==> config.mk <==
export PLATFORM = sky130hd
export DESIGN_NAME = running_mean_std_dev
export DESIGN_NICKNAME = d
export VERILOG_FILES = /design/src/hw/rtl/rmsd_pkg.sv /design/src/hw/rtl/rmsd_ctrl.sv /design/src/hw/rtl/rmsd_dp.sv /design/src/hw/rtl/running_mean_std_dev.sv
export SDC_FILE = /design/constraint.sdc
export NUM_CORES = 2
export LEC_CHECK = 0
export BUFFER_PORTS_ARGS = -buffer_cell sky130_fd_sc_hd__buf_2
export CORE_ASPECT_RATIO = 0.75
export CORE_MARGIN = 3
export CORE_UTILIZATION = 70
export DETAILED_ROUTE_END_ITERATION = 7
export HOLD_SLACK_MARGIN = 0.1
export PLACE_DENSITY = 0.88
export SLEW_MARGIN = 20
export SYNTH_ARGS = -nofsm -noshare
export SYNTH_HDL_FRONTEND = slang
export SYNTH_SLANG_ARGS = --single-unit
==> constraint.sdc <==
create_clock -name i_clk -period 26.1 [get_ports i_clk]
set_input_delay 2.61 -clock i_clk [delete_from_list [all_inputs] [get_ports i_clk]]
set_output_delay 2.61 -clock i_clk [all_outputs]
set_load 0.005 [all_outputs]
==> src/hw/rtl/rmsd_pkg.sv <==
// shared types, widths and codes for the running mean and standard deviation engine
package rmsd_pkg;

    localparam int SAMPLE_W   = 16;
    localparam int GOAL_W     = 16;
    localparam int COUNT_W    = GOAL_W + 1;
    localparam int SUM_W      = SAMPLE_W + COUNT_W;
    localparam int SUMSQ_W    = 2 * SAMPLE_W + COUNT_W;
    localparam int MAG_W      = SAMPLE_W;
    localparam int SQ_W       = 2 * MAG_W;
    localparam int QUO_W      = 2 * SAMPLE_W;
    localparam int DIVD_W     = QUO_W + COUNT_W - 1;
    localparam int REM_W      = COUNT_W;
    localparam int ROOT_W     = SAMPLE_W;
    localparam int RAD_W      = 2 * ROOT_W;
    localparam int DIV_STEPS  = QUO_W;
    localparam int SQRT_STEPS = ROOT_W;
    localparam int STEP_W     = $clog2(DIV_STEPS);

    typedef enum logic [1:0] {
        FUNC_SAMPLE  = 2'd0,
        FUNC_START   = 2'd1,
        FUNC_PREEMPT = 2'd2
    } t_func;

    typedef enum logic [1:0] {
        GS_ACTIVE    = 2'd0,
        GS_SUCCEEDED = 2'd1,
        GS_ABORTED   = 2'd2,
        GS_PREEMPTED = 2'd3
    } t_goal_status;

    typedef struct packed {
        t_func                       func;
        logic signed [SAMPLE_W-1:0]  sample;
    } t_in_word;

    typedef struct packed {
        t_goal_status                status;
        logic signed [SAMPLE_W-1:0]  sample_echo;
        logic signed [SAMPLE_W-1:0]  mean;
        logic        [ROOT_W-1:0]    std_dev;
    } t_out_word;

    typedef enum logic [3:0] {
        ST_IDLE,
        ST_SQUARE,
        ST_ACCUM,
        ST_DIV_MEAN,
        ST_LOAD_MSQ,
        ST_DIV_MSQ,
        ST_VAR,
        ST_SQRT,
        ST_RESULT
    } t_state;

    typedef struct packed {
        logic clear;
        logic take_sample;
        logic square;
        logic accum;
        logic div_load_mean;
        logic div_load_msq;
        logic div_step;
        logic var_load;
        logic sqrt_step;
        logic out_load;
        logic out_preempt;
    } t_dp_cmd;

    typedef struct packed {
        logic finish;
    } t_dp_status;

endpackage

==> src/hw/rtl/rmsd_ctrl.sv <==
// controller state machine: handshakes, armed flag and step sequencing
module rmsd_ctrl (
    input  logic                 i_clk,
    input  logic                 i_rst_n,
    input  logic                 i_in_valid,
    input  rmsd_pkg::t_func      i_func,
    output logic                 o_in_ready,
    input  logic                 i_out_ready,
    output logic                 o_out_valid,
    output rmsd_pkg::t_dp_cmd    o_cmd,
    input  rmsd_pkg::t_dp_status i_status
);

    rmsd_pkg::t_state r_state, n_state;
    logic                        r_armed, n_armed;
    logic                        r_preempt, n_preempt;
    logic                        r_out_valid, n_out_valid;
    logic [rmsd_pkg::STEP_W-1:0] r_step, n_step;
    logic                        w_accept;
    logic                        w_out_free;

    always_ff @(posedge i_clk) begin
        if (!i_rst_n) begin
            r_state     <= rmsd_pkg::ST_IDLE;
            r_armed     <= 1'b0;
            r_preempt   <= 1'b0;
            r_out_valid <= 1'b0;
            r_step      <= '0;
        end else begin
            r_state     <= n_state;
            r_armed     <= n_armed;
            r_preempt   <= n_preempt;
            r_out_valid <= n_out_valid;
            r_step      <= n_step;
        end
    end

    assign o_in_ready  = (r_state == rmsd_pkg::ST_IDLE);
    assign o_out_valid = r_out_valid;
    assign w_accept    = i_in_valid && o_in_ready;
    assign w_out_free  = !r_out_valid || i_out_ready;

    always_comb begin
        n_state     = r_state;
        n_armed     = r_armed;
        n_preempt   = r_preempt;
        n_step      = r_step;
        n_out_valid = (r_out_valid && !i_out_ready);
        o_cmd       = '0;
        unique case (r_state)
            rmsd_pkg::ST_IDLE: begin
                if (w_accept) begin
                    unique case (i_func)
                        rmsd_pkg::FUNC_START: begin
                            o_cmd.clear = 1'b1;
                            n_armed     = 1'b1;
                        end
                        rmsd_pkg::FUNC_PREEMPT: begin
                            if (r_armed) begin
                                n_armed   = 1'b0;
                                n_preempt = 1'b1;
                                n_state   = rmsd_pkg::ST_RESULT;
                            end
                        end
                        rmsd_pkg::FUNC_SAMPLE: begin
                            if (r_armed) begin
                                o_cmd.take_sample = 1'b1;
                                n_preempt         = 1'b0;
                                n_state           = rmsd_pkg::ST_SQUARE;
                            end
                        end
                        default: begin
                        end
                    endcase
                end
            end
            rmsd_pkg::ST_SQUARE: begin
                o_cmd.square = 1'b1;
                n_state      = rmsd_pkg::ST_ACCUM;
            end
            rmsd_pkg::ST_ACCUM: begin
                o_cmd.accum         = 1'b1;
                o_cmd.div_load_mean = 1'b1;
                n_step              = '0;
                n_state             = rmsd_pkg::ST_DIV_MEAN;
            end
            rmsd_pkg::ST_DIV_MEAN: begin
                o_cmd.div_step = 1'b1;
                n_step         = r_step + 1'b1;
                if (r_step == rmsd_pkg::STEP_W'(rmsd_pkg::DIV_STEPS - 1)) begin
                    n_step  = '0;
                    n_state = rmsd_pkg::ST_LOAD_MSQ;
                end
            end
            rmsd_pkg::ST_LOAD_MSQ: begin
                o_cmd.div_load_msq = 1'b1;
                n_state            = rmsd_pkg::ST_DIV_MSQ;
            end
            rmsd_pkg::ST_DIV_MSQ: begin
                o_cmd.div_step = 1'b1;
                n_step         = r_step + 1'b1;
                if (r_step == rmsd_pkg::STEP_W'(rmsd_pkg::DIV_STEPS - 1)) begin
                    n_step  = '0;
                    n_state = rmsd_pkg::ST_VAR;
                end
            end
            rmsd_pkg::ST_VAR: begin
                o_cmd.var_load = 1'b1;
                n_state        = rmsd_pkg::ST_SQRT;
            end
            rmsd_pkg::ST_SQRT: begin
                o_cmd.sqrt_step = 1'b1;
                n_step          = r_step + 1'b1;
                if (r_step == rmsd_pkg::STEP_W'(rmsd_pkg::SQRT_STEPS - 1)) begin
                    n_step  = '0;
                    n_state = rmsd_pkg::ST_RESULT;
                end
            end
            rmsd_pkg::ST_RESULT: begin
                if (w_out_free) begin
                    o_cmd.out_load    = 1'b1;
                    o_cmd.out_preempt = r_preempt;
                    n_out_valid       = 1'b1;
                    n_state           = rmsd_pkg::ST_IDLE;
                    if (!r_preempt && i_status.finish) begin
                        n_armed = 1'b0;
                    end
                end
            end
            default: begin
                n_state = rmsd_pkg::ST_IDLE;
            end
        endcase
    end

endmodule

==> src/hw/rtl/rmsd_dp.sv <==
// datapath: goal register, accumulators, shared divider, square root and output word
module rmsd_dp (
    input  logic                                  i_clk,
    input  logic                                  i_rst_n,
    input  logic                                  i_cfg_we,
    input  logic [rmsd_pkg::GOAL_W-1:0]           i_cfg_wdata,
    input  logic signed [rmsd_pkg::SAMPLE_W-1:0]  i_sample,
    input  rmsd_pkg::t_dp_cmd                     i_cmd,
    output rmsd_pkg::t_dp_status                  o_status,
    output rmsd_pkg::t_out_word                   o_out_word
);

    localparam int SW = rmsd_pkg::SAMPLE_W;

    logic [rmsd_pkg::GOAL_W-1:0]   r_goal;
    logic [rmsd_pkg::COUNT_W-1:0]  r_count;
    logic [rmsd_pkg::SUM_W-1:0]    r_sum;
    logic [rmsd_pkg::SUMSQ_W-1:0]  r_sumsq;

    logic [SW-1:0]                 r_sample;
    logic [rmsd_pkg::SQ_W-1:0]     r_sq;
    logic [rmsd_pkg::REM_W-1:0]    r_div_rem;
    logic [rmsd_pkg::QUO_W-1:0]    r_div_dq;
    logic [rmsd_pkg::MAG_W-1:0]    r_mag_mean;
    logic                          r_neg;
    logic [rmsd_pkg::SQ_W-1:0]     r_mean_sq;
    rmsd_pkg::t_goal_status        r_status;
    logic [rmsd_pkg::RAD_W-1:0]    r_rad;
    logic [rmsd_pkg::ROOT_W:0]     r_srem;
    logic [rmsd_pkg::ROOT_W-1:0]   r_root;
    rmsd_pkg::t_out_word           r_out;

    logic [rmsd_pkg::MAG_W-1:0]    w_mag_s;
    logic [rmsd_pkg::SUM_W-1:0]    w_neg_sum;
    logic [rmsd_pkg::SUM_W-2:0]    w_mag_sum;
    logic [rmsd_pkg::DIVD_W-1:0]   w_dividend;
    logic [rmsd_pkg::REM_W:0]      w_div_trial;
    logic [rmsd_pkg::REM_W:0]      w_div_sub;
    logic                          w_div_ge;
    logic [rmsd_pkg::QUO_W-1:0]    w_var;
    logic [rmsd_pkg::ROOT_W+2:0]   w_sq_shift;
    logic [rmsd_pkg::ROOT_W+2:0]   w_sq_trial;
    logic [rmsd_pkg::ROOT_W+2:0]   w_sq_diff;
    logic [SW-1:0]                 w_mean;

    // magnitude of the held sample, 0x8000 reads as 32768
    assign w_mag_s   = r_sample[SW-1] ? (-r_sample) : r_sample;
    assign w_neg_sum = -r_sum;
    assign w_mag_sum = r_sum[rmsd_pkg::SUM_W-1] ? w_neg_sum[rmsd_pkg::SUM_W-2:0]
                                                : r_sum[rmsd_pkg::SUM_W-2:0];

    // restoring divider, one quotient bit per step, divisor is the count
    assign w_div_trial = {r_div_rem, r_div_dq[rmsd_pkg::QUO_W-1]};
    assign w_div_ge    = (w_div_trial >= {1'b0, r_count});
    assign w_div_sub   = w_div_trial - {1'b0, r_count};

    assign w_dividend = i_cmd.div_load_msq ? r_sumsq[rmsd_pkg::DIVD_W-1:0]
                                           : rmsd_pkg::DIVD_W'(w_mag_sum);

    assign w_var = (r_div_dq >= r_mean_sq) ? (r_div_dq - r_mean_sq)
                                           : (r_mean_sq - r_div_dq);

    // digit recurrence square root, two radicand bits per step
    assign w_sq_shift = {r_srem, r_rad[rmsd_pkg::RAD_W-1 -: 2]};
    assign w_sq_trial = {1'b0, r_root, 2'b01};
    assign w_sq_diff  = w_sq_shift - w_sq_trial;

    assign w_mean = r_neg ? (-r_mag_mean) : r_mag_mean;

    always_ff @(posedge i_clk) begin
        if (!i_rst_n) begin
            r_goal  <= '0;
            r_count <= '0;
            r_sum   <= '0;
            r_sumsq <= '0;
        end else begin
            if (i_cfg_we) begin
                r_goal <= i_cfg_wdata;
            end
            if (i_cmd.clear) begin
                r_count <= '0;
                r_sum   <= '0;
                r_sumsq <= '0;
            end else begin
                if (i_cmd.square) begin
                    if (r_count != {rmsd_pkg::COUNT_W{1'b1}}) begin
                        r_count <= r_count + 1'b1;
                    end
                    r_sum <= r_sum + {{(rmsd_pkg::SUM_W-SW){r_sample[SW-1]}}, r_sample};
                end
                if (i_cmd.accum) begin
                    r_sumsq <= r_sumsq + rmsd_pkg::SUMSQ_W'(r_sq);
                end
            end
        end
    end

    always_ff @(posedge i_clk) begin
        if (i_cmd.take_sample) begin
            r_sample <= i_sample;
        end
        if (i_cmd.square) begin
            r_sq <= w_mag_s * w_mag_s;
        end
        if (i_cmd.div_load_mean || i_cmd.div_load_msq) begin
            r_div_rem <= rmsd_pkg::REM_W'(w_dividend[rmsd_pkg::DIVD_W-1:rmsd_pkg::QUO_W]);
            r_div_dq  <= w_dividend[rmsd_pkg::QUO_W-1:0];
        end else if (i_cmd.div_step) begin
            r_div_rem <= w_div_ge ? w_div_sub[rmsd_pkg::REM_W-1:0]
                                  : w_div_trial[rmsd_pkg::REM_W-1:0];
            r_div_dq  <= {r_div_dq[rmsd_pkg::QUO_W-2:0], w_div_ge};
        end
        if (i_cmd.div_load_msq) begin
            r_mag_mean <= r_div_dq[rmsd_pkg::MAG_W-1:0];
            r_neg      <= r_sum[rmsd_pkg::SUM_W-1];
        end
        // mean magnitude holds steady during the second division
        if (i_cmd.div_step) begin
            r_mean_sq <= r_mag_mean * r_mag_mean;
        end
        if (i_cmd.var_load) begin
            r_rad  <= w_var;
            r_srem <= '0;
            r_root <= '0;
            if (r_count > {1'b0, r_goal}) begin
                r_status <= r_neg ? rmsd_pkg::GS_ABORTED : rmsd_pkg::GS_SUCCEEDED;
            end else begin
                r_status <= rmsd_pkg::GS_ACTIVE;
            end
        end else if (i_cmd.sqrt_step) begin
            r_rad <= {r_rad[rmsd_pkg::RAD_W-3:0], 2'b00};
            if (w_sq_shift >= w_sq_trial) begin
                r_srem <= w_sq_diff[rmsd_pkg::ROOT_W:0];
                r_root <= {r_root[rmsd_pkg::ROOT_W-2:0], 1'b1};
            end else begin
                r_srem <= w_sq_shift[rmsd_pkg::ROOT_W:0];
                r_root <= {r_root[rmsd_pkg::ROOT_W-2:0], 1'b0};
            end
        end
        if (i_cmd.out_load) begin
            if (i_cmd.out_preempt) begin
                r_out.status      <= rmsd_pkg::GS_PREEMPTED;
                r_out.sample_echo <= '0;
                r_out.mean        <= '0;
                r_out.std_dev     <= '0;
            end else begin
                r_out.status      <= r_status;
                r_out.sample_echo <= r_sample;
                r_out.mean        <= w_mean;
                r_out.std_dev     <= r_root;
            end
        end
    end

    assign o_status.finish = (r_status != rmsd_pkg::GS_ACTIVE);
    assign o_out_word      = r_out;

endmodule

==> src/hw/rtl/running_mean_std_dev.sv <==
// top level of the running mean and standard deviation engine
//
//  channel  direction  handshake                 word
//  -------  ---------  ------------------------  ---------------------------------------
//  in       input      i_in_valid / o_in_ready    func, sample
//  out      output     o_out_valid / i_out_ready  status, sample_echo, mean, std_dev
//  cfg      input      i_cfg_we                   sample_goal, written with no wait
//
//  a sample taken while armed is squared and accumulated, then run through the shared
//    one-bit-per-cycle divider (two 32-step divisions) and the 16-step square root; the
//    block takes no new word until its result word is loaded into the output register
//  start and ignored words are handled in idle; preempt goes through the result state for its result
//  synchronous active-low reset clears the goal register, the accumulators and the armed flag
//  a result word waiting on i_out_ready does not hold off the next input word; only the
//    next result waits for the output register to free up
module running_mean_std_dev (
    input  logic                                i_clk,
    input  logic                                i_rst_n,
    input  logic                                i_in_valid,
    output logic                                o_in_ready,
    input  rmsd_pkg::t_in_word                  i_in_word,
    output logic                                o_out_valid,
    input  logic                                i_out_ready,
    output rmsd_pkg::t_out_word                 o_out_word,
    input  logic                                i_cfg_we,
    input  logic [rmsd_pkg::GOAL_W-1:0]         i_cfg_wdata
);

    // command and status between the controller and the datapath
    rmsd_pkg::t_dp_cmd    w_cmd;
    rmsd_pkg::t_dp_status w_status;

    // sequencer: accepts words, tracks the armed goal, steps the datapath
    rmsd_ctrl u_ctrl (
        .i_clk       (i_clk),
        .i_rst_n     (i_rst_n),
        .i_in_valid  (i_in_valid),
        .i_func      (i_in_word.func),
        .o_in_ready  (o_in_ready),
        .i_out_ready (i_out_ready),
        .o_out_valid (o_out_valid),
        .o_cmd       (w_cmd),
        .i_status    (w_status)
    );

    // accumulators, divider, multiplier, square root and the output register
    rmsd_dp u_dp (
        .i_clk       (i_clk),
        .i_rst_n     (i_rst_n),
        .i_cfg_we    (i_cfg_we),
        .i_cfg_wdata (i_cfg_wdata),
        .i_sample    (i_in_word.sample),
        .i_cmd       (w_cmd),
        .o_status    (w_status),
        .o_out_word  (o_out_word)
    );

    // a new result is loaded only when the output register is free
    a_load_when_free: assert property (@(posedge i_clk) disable iff (!i_rst_n)
        w_cmd.out_load |-> (!o_out_valid || i_out_ready))
        else $error("result loaded over a waiting word");

    // divider and square root never run in the same cycle
    a_units_exclusive: assert property (@(posedge i_clk) disable iff (!i_rst_n)
        !(w_cmd.div_step && w_cmd.sqrt_step))
        else $error("divider and square root stepped together");

    // the input side is closed while a sample is being worked on
    a_busy_not_ready: assert property (@(posedge i_clk) disable iff (!i_rst_n)
        (w_cmd.div_step || w_cmd.sqrt_step || w_cmd.square) |-> !o_in_ready)
        else $error("input ready while the datapath is busy");

    // a preempted result carries zero fields
    a_preempt_zero: assert property (@(posedge i_clk) disable iff (!i_rst_n)
        (o_out_valid && (o_out_word.status == rmsd_pkg::GS_PREEMPTED)) |->
        ((o_out_word.sample_echo == '0) && (o_out_word.mean == '0) &&
         (o_out_word.std_dev == '0)))
        else $error("preempted word with nonzero fields");

endmodule

==> impl_results.md <==
- Wire length of the first global-routing pass: 163 mm
- Switching component of the power: 539 uW
- Post-layout power: 1.74 mW
- Total length of routed wires: a little under 100 mm
- Layer with the highest usage after global routing: met2
- Total Nets Final: roughly 5100
- Final count of hold timing violations: 0
- DRC: 0
- Unrepaired setup endpoints after global routing: false
- Vias per cell: a little over 6
- Layout cells sized above 1: 5.37%
- Startpoint of the worst hold path: u_dp.r_sumsq[23]
- CTS-repair resized insts: 0
- Outcome: finished clean
- Sequential power share: 38.6%
- Post-layout min period: 9580 ps
- Global-route met2 utilization: between 50% and 60%
- Initial antenna violation count: 2
- Primary FF master, synth: sky130_fd_sc_hd__edfxtp_1
- Clock latency on the worst-skew pair: 590 ps
- Number of global-route vias before repair: 31600
- Yosys warns: 0
- Die Outline Area: 0.0584 sq mm
- Nature of the critical path startpoint: flop
- Levels on crit path: 29
- Highest-delay cell along the critical path: sky130_fd_sc_hd__xnor2_1
- Max Freq: about 100 MHz
- Count of unique library cells instantiated by Yosys: 84
- Clk Tree Root Cell: sky130_fd_sc_hd__clkbuf_16
- Number of vias after detailed routing: 31600
- Critical Path Fanout Max: 17
- Total internal power: between 1 and 1.5 mW
- Number of flip-flops and latches in the synthesized netlist: 387
- Parity-gate share of the synthesized area counting xor and xnor cells: about 5.3%
- Post-placement cell area: approximately 0.040 sq mm
- Remaining Overflow, GRT: 0
- Number of buffers inserted by port buffering: 90
- Horizontal extent of the die: 278 um
- GRT Util Overall: 34.2%
- Post-route design area: about 0.041 sq mm
- CTS tree: built
- Gate count after technology mapping: 4342
- Fraction of power spent switching nets: around 31%
- Critical path buffer and inverter count: 7
- Post-CTS repair timing setup buffer count: 0
- Starting density of the core: 71.1%
- Area share of and/or/nand/nor cells after synthesis: 14.4%
- Number of CTS-inserted buffers: 41
- Hold buffer count at cts: 0
- Commonest cells after routing, fill and taps aside: sky130_fd_sc_hd__inv_1, sky130_fd_sc_hd__nand2_1, sky130_fd_sc_hd__ha_1
- Routing usage on met1: 49.3%
- Worst vdd rail ir drop: 51.2 uV
- Static Leak: 19.4 nW
- Per-instance average area after synthesis: 8.95 sq um
- Maximum level of the CTS H-tree: 2
- Number of primary I/O pins: 91
- Number of clock sinks seen by CTS: around 390
- Final setup violation count: 0
- Reg clk slew, reported paths: about 60 ps
- Post-synthesis async set-or-reset flop share: 0%
- Number of diodes added for antenna fixing: 0
- Tightest Pin Transition: 1170 ps
- Portion of netlist area occupied by mux cells: 1.97%
- Depth of the worst hold-timing path: 2
- Main combinational cell family by area after synthesis: adder cells
- Fin util: 75.6%
- Area overhead of the layout relative to synthesis: 6.30%
- Clock Skews: 37.6 ps
- R2R cell count: 29
- Endpoint kind of the worst setup timing path: flop
- Combinational Power Share: 25.9%
- Critical path class: reg2reg
- Global placer's final weighted congestion: 1.00
- Post-synth EDFFs: 227
- Number of max-capacitance violations reported: 0
- Drt initial violations: between 3000 and 4000
- Maximum single-stage delay on the critical path: roughly 640 ps
- Cell row count: 74
- Sequential element share of the synthesized area: 25.8%
- Class of the tightest hold or removal check: reg2reg
- Largest delay contributor family on the critical path: adder cells
- Fraction of the mapped netlist area in compound gates: 15.1%
- Most frequent cell on the critical path: sky130_fd_sc_hd__fa_1
- Height of the die: 210 um
- Number of search-and-repair iterations in the first detailed-routing pass: 6
- Max Buffers Root-to-Sink: 3
- Critical register-to-register path startpoint: u_dp.r_sample[0]
- Number of nets still failing antenna checks after routing: 0
- Setup TNS Final: 0 ps
- Wire length per cell after detailed routing: 19.3 um
- Worst endpoint data arrival time: 9890 ps
- Tcrit/Tclk final: between 30% and 40%
- Placeable Area: 0.0546 sq mm
- Synth Cell Area: 0.0389 sq mm
- Area share of fa/ha/maj cells after synthesis: 29.4%
- Clk pwr share: between 30% and 40%
- Worst-case headroom to the max-slew limit: 22.2%
- Estimated wirelength of the detail-placed design: between 70 and 80 mm
- Areal power density over the cells: between 40 and 50 mW/mm^2
- Start point of the critical path: u_dp.r_sample[0]
- Required time of the critical path: 26410 ps
- Largest net degree at the start of global routing: 80
- Most common cell after layout, fill and taps aside: sky130_fd_sc_hd__inv_1
- Met3 usage: 7.64%
- Max-slew violation total from the final report: 0
-- cell families after synthesis --
group / Yosys count
flops: 387
simple gates: 1172
xor+xnor: 232
mux: 76
compound gates: 927
fa+ha+maj: 713
buf+inv: 833
other cells: 2
-- cell usage after synthesis (all sizes together) (12+ instances only) --
| cell type | instances | area share (%) |
|---|---|---|
| o21bai | 39 | 0.75 |
| a21oi | 250 | 3.2 |
| a21o | 110 | 2.1 |
| nor4 | 13 | 0.21 |
| or2 | 15 | 0.24 |
| fa | 331 | 17 |
| xor2 | 95 | 2.1 |
| nand3 | 77 | 0.99 |
| o41ai | 13 | 0.33 |
| nand2b | 36 | 0.58 |
| o211ai | 25 | 0.48 |
| o21a | 25 | 0.48 |
| dfxtp | 160 | 8.2 |
| or4 | 16 | 0.31 |
| o21ai | 231 | 3.0 |
| a22oi | 31 | 0.60 |
| and2 | 104 | 1.7 |
| edfxtp | 227 | 18 |
| or3 | 24 | 0.39 |
| a211oi | 42 | 0.81 |
| nor2 | 254 | 2.5 |
| and4 | 12 | 0.27 |
| a31oi | 33 | 0.53 |
| a21boi | 13 | 0.25 |
| nor3 | 61 | 0.79 |
| and3 | 33 | 0.53 |
| xnor2 | 137 | 3.1 |
| nand4 | 39 | 0.63 |
| nor2b | 47 | 0.76 |
| mux2i | 71 | 1.8 |
| ha | 382 | 12 |
| buf | 14 | 0.17 |
| o31ai | 27 | 0.52 |
| inv | 670 | 6.5 |
| o22ai | 16 | 0.26 |
| nand2 | 413 | 4.0 |
| clkbuf | 140 | 1.4 |
-- area by class of cell --
| type | instances | area (sq um) |
|---|---|---|
| Inverter | 679 | 2550 |
| Tap cell | 722 | 903 |
| Fill cell | 3823 | 13300 |
| Clock buffer | 51 | 1080 |
| Timing Repair Buffer | 119 | 668 |
| Clock inverter | 25 | 309 |
| Sequential cell | 387 | 10000 |
| Multi-Input combinational cell | 3131 | 25800 |
-- registers in the layout, summed over array words and instances, names as in the netlist, 2 cells and up --
register	cells
u_ctrl.r_step	5
u_ctrl.r_state	4
u_dp.r_goal	16
u_dp.r_sum	33
u_dp.r_rad	32
u_dp.r_sumsq	48
u_dp.r_sample	16
u_dp.r_status	2
u_dp.r_div_dq	32
u_dp.r_count	17
u_dp.r_srem	17
u_dp.r_div_rem	17
u_dp.r_root	16
u_dp.r_mean_sq	31
u_dp.r_mag_mean	16
u_dp.r_sq	31
u_dp.o_out_word	50
-- metal layers --
metal / share of wire [%] / up-vias
met5: 0.013 / -
met2: 43 / 1542
li1: - / 14700
met1: 43 / 15100
met4: 3.1 / 2
met3: 11 / 263
-- path summary, 6_finish.rpt --
path / to / slack [ps]
setup / recovery: u_dp.r_sq[31] / 16520
hold / removal: u_dp.r_sumsq[23] / 480
setup reg to reg: u_dp.r_sq[31] / 16520
hold reg to reg: u_dp.r_sumsq[23] / 480
-- metrics by stage --
stage | worst slack (ps) | std cells | hold slack [ps]
6_report | 16520 | 5114 | 479
5_1_grt | 16030 | 5114 | 503
4_1_cts | 16560 | 5114 | 481
3_5_place_dp | 16600 | 5038 | 469
3_3_place_gp | 16880 | 5038 | 463
2_1_floorplan | 17630 | 4351 | 444
-- worst reg2reg max path: cells and delay by family (launching register included) --
family	cells	cell delay, ps
and+or+nand+nor	5	1400
adders and majority gates	8	3630
AOI/OAI and AO/OA	8	1860
buffers and inverters	7	1240
xor gates and xnor gates	1	640
DFF	1	550
-- power by group through the flow --
stage	sequential, mW	clock [mW]	combinational (mW)
finish	0.673	0.619	0.452
global route	0.673	0.648	0.509
CTS	0.673	0.625	0.447
detailed placement	0.686	0	0.444
global placement	0.686	0	0.428
floorplan	0.684	0	0.335
No activity file was read; power rests on OpenSTA's default activity.
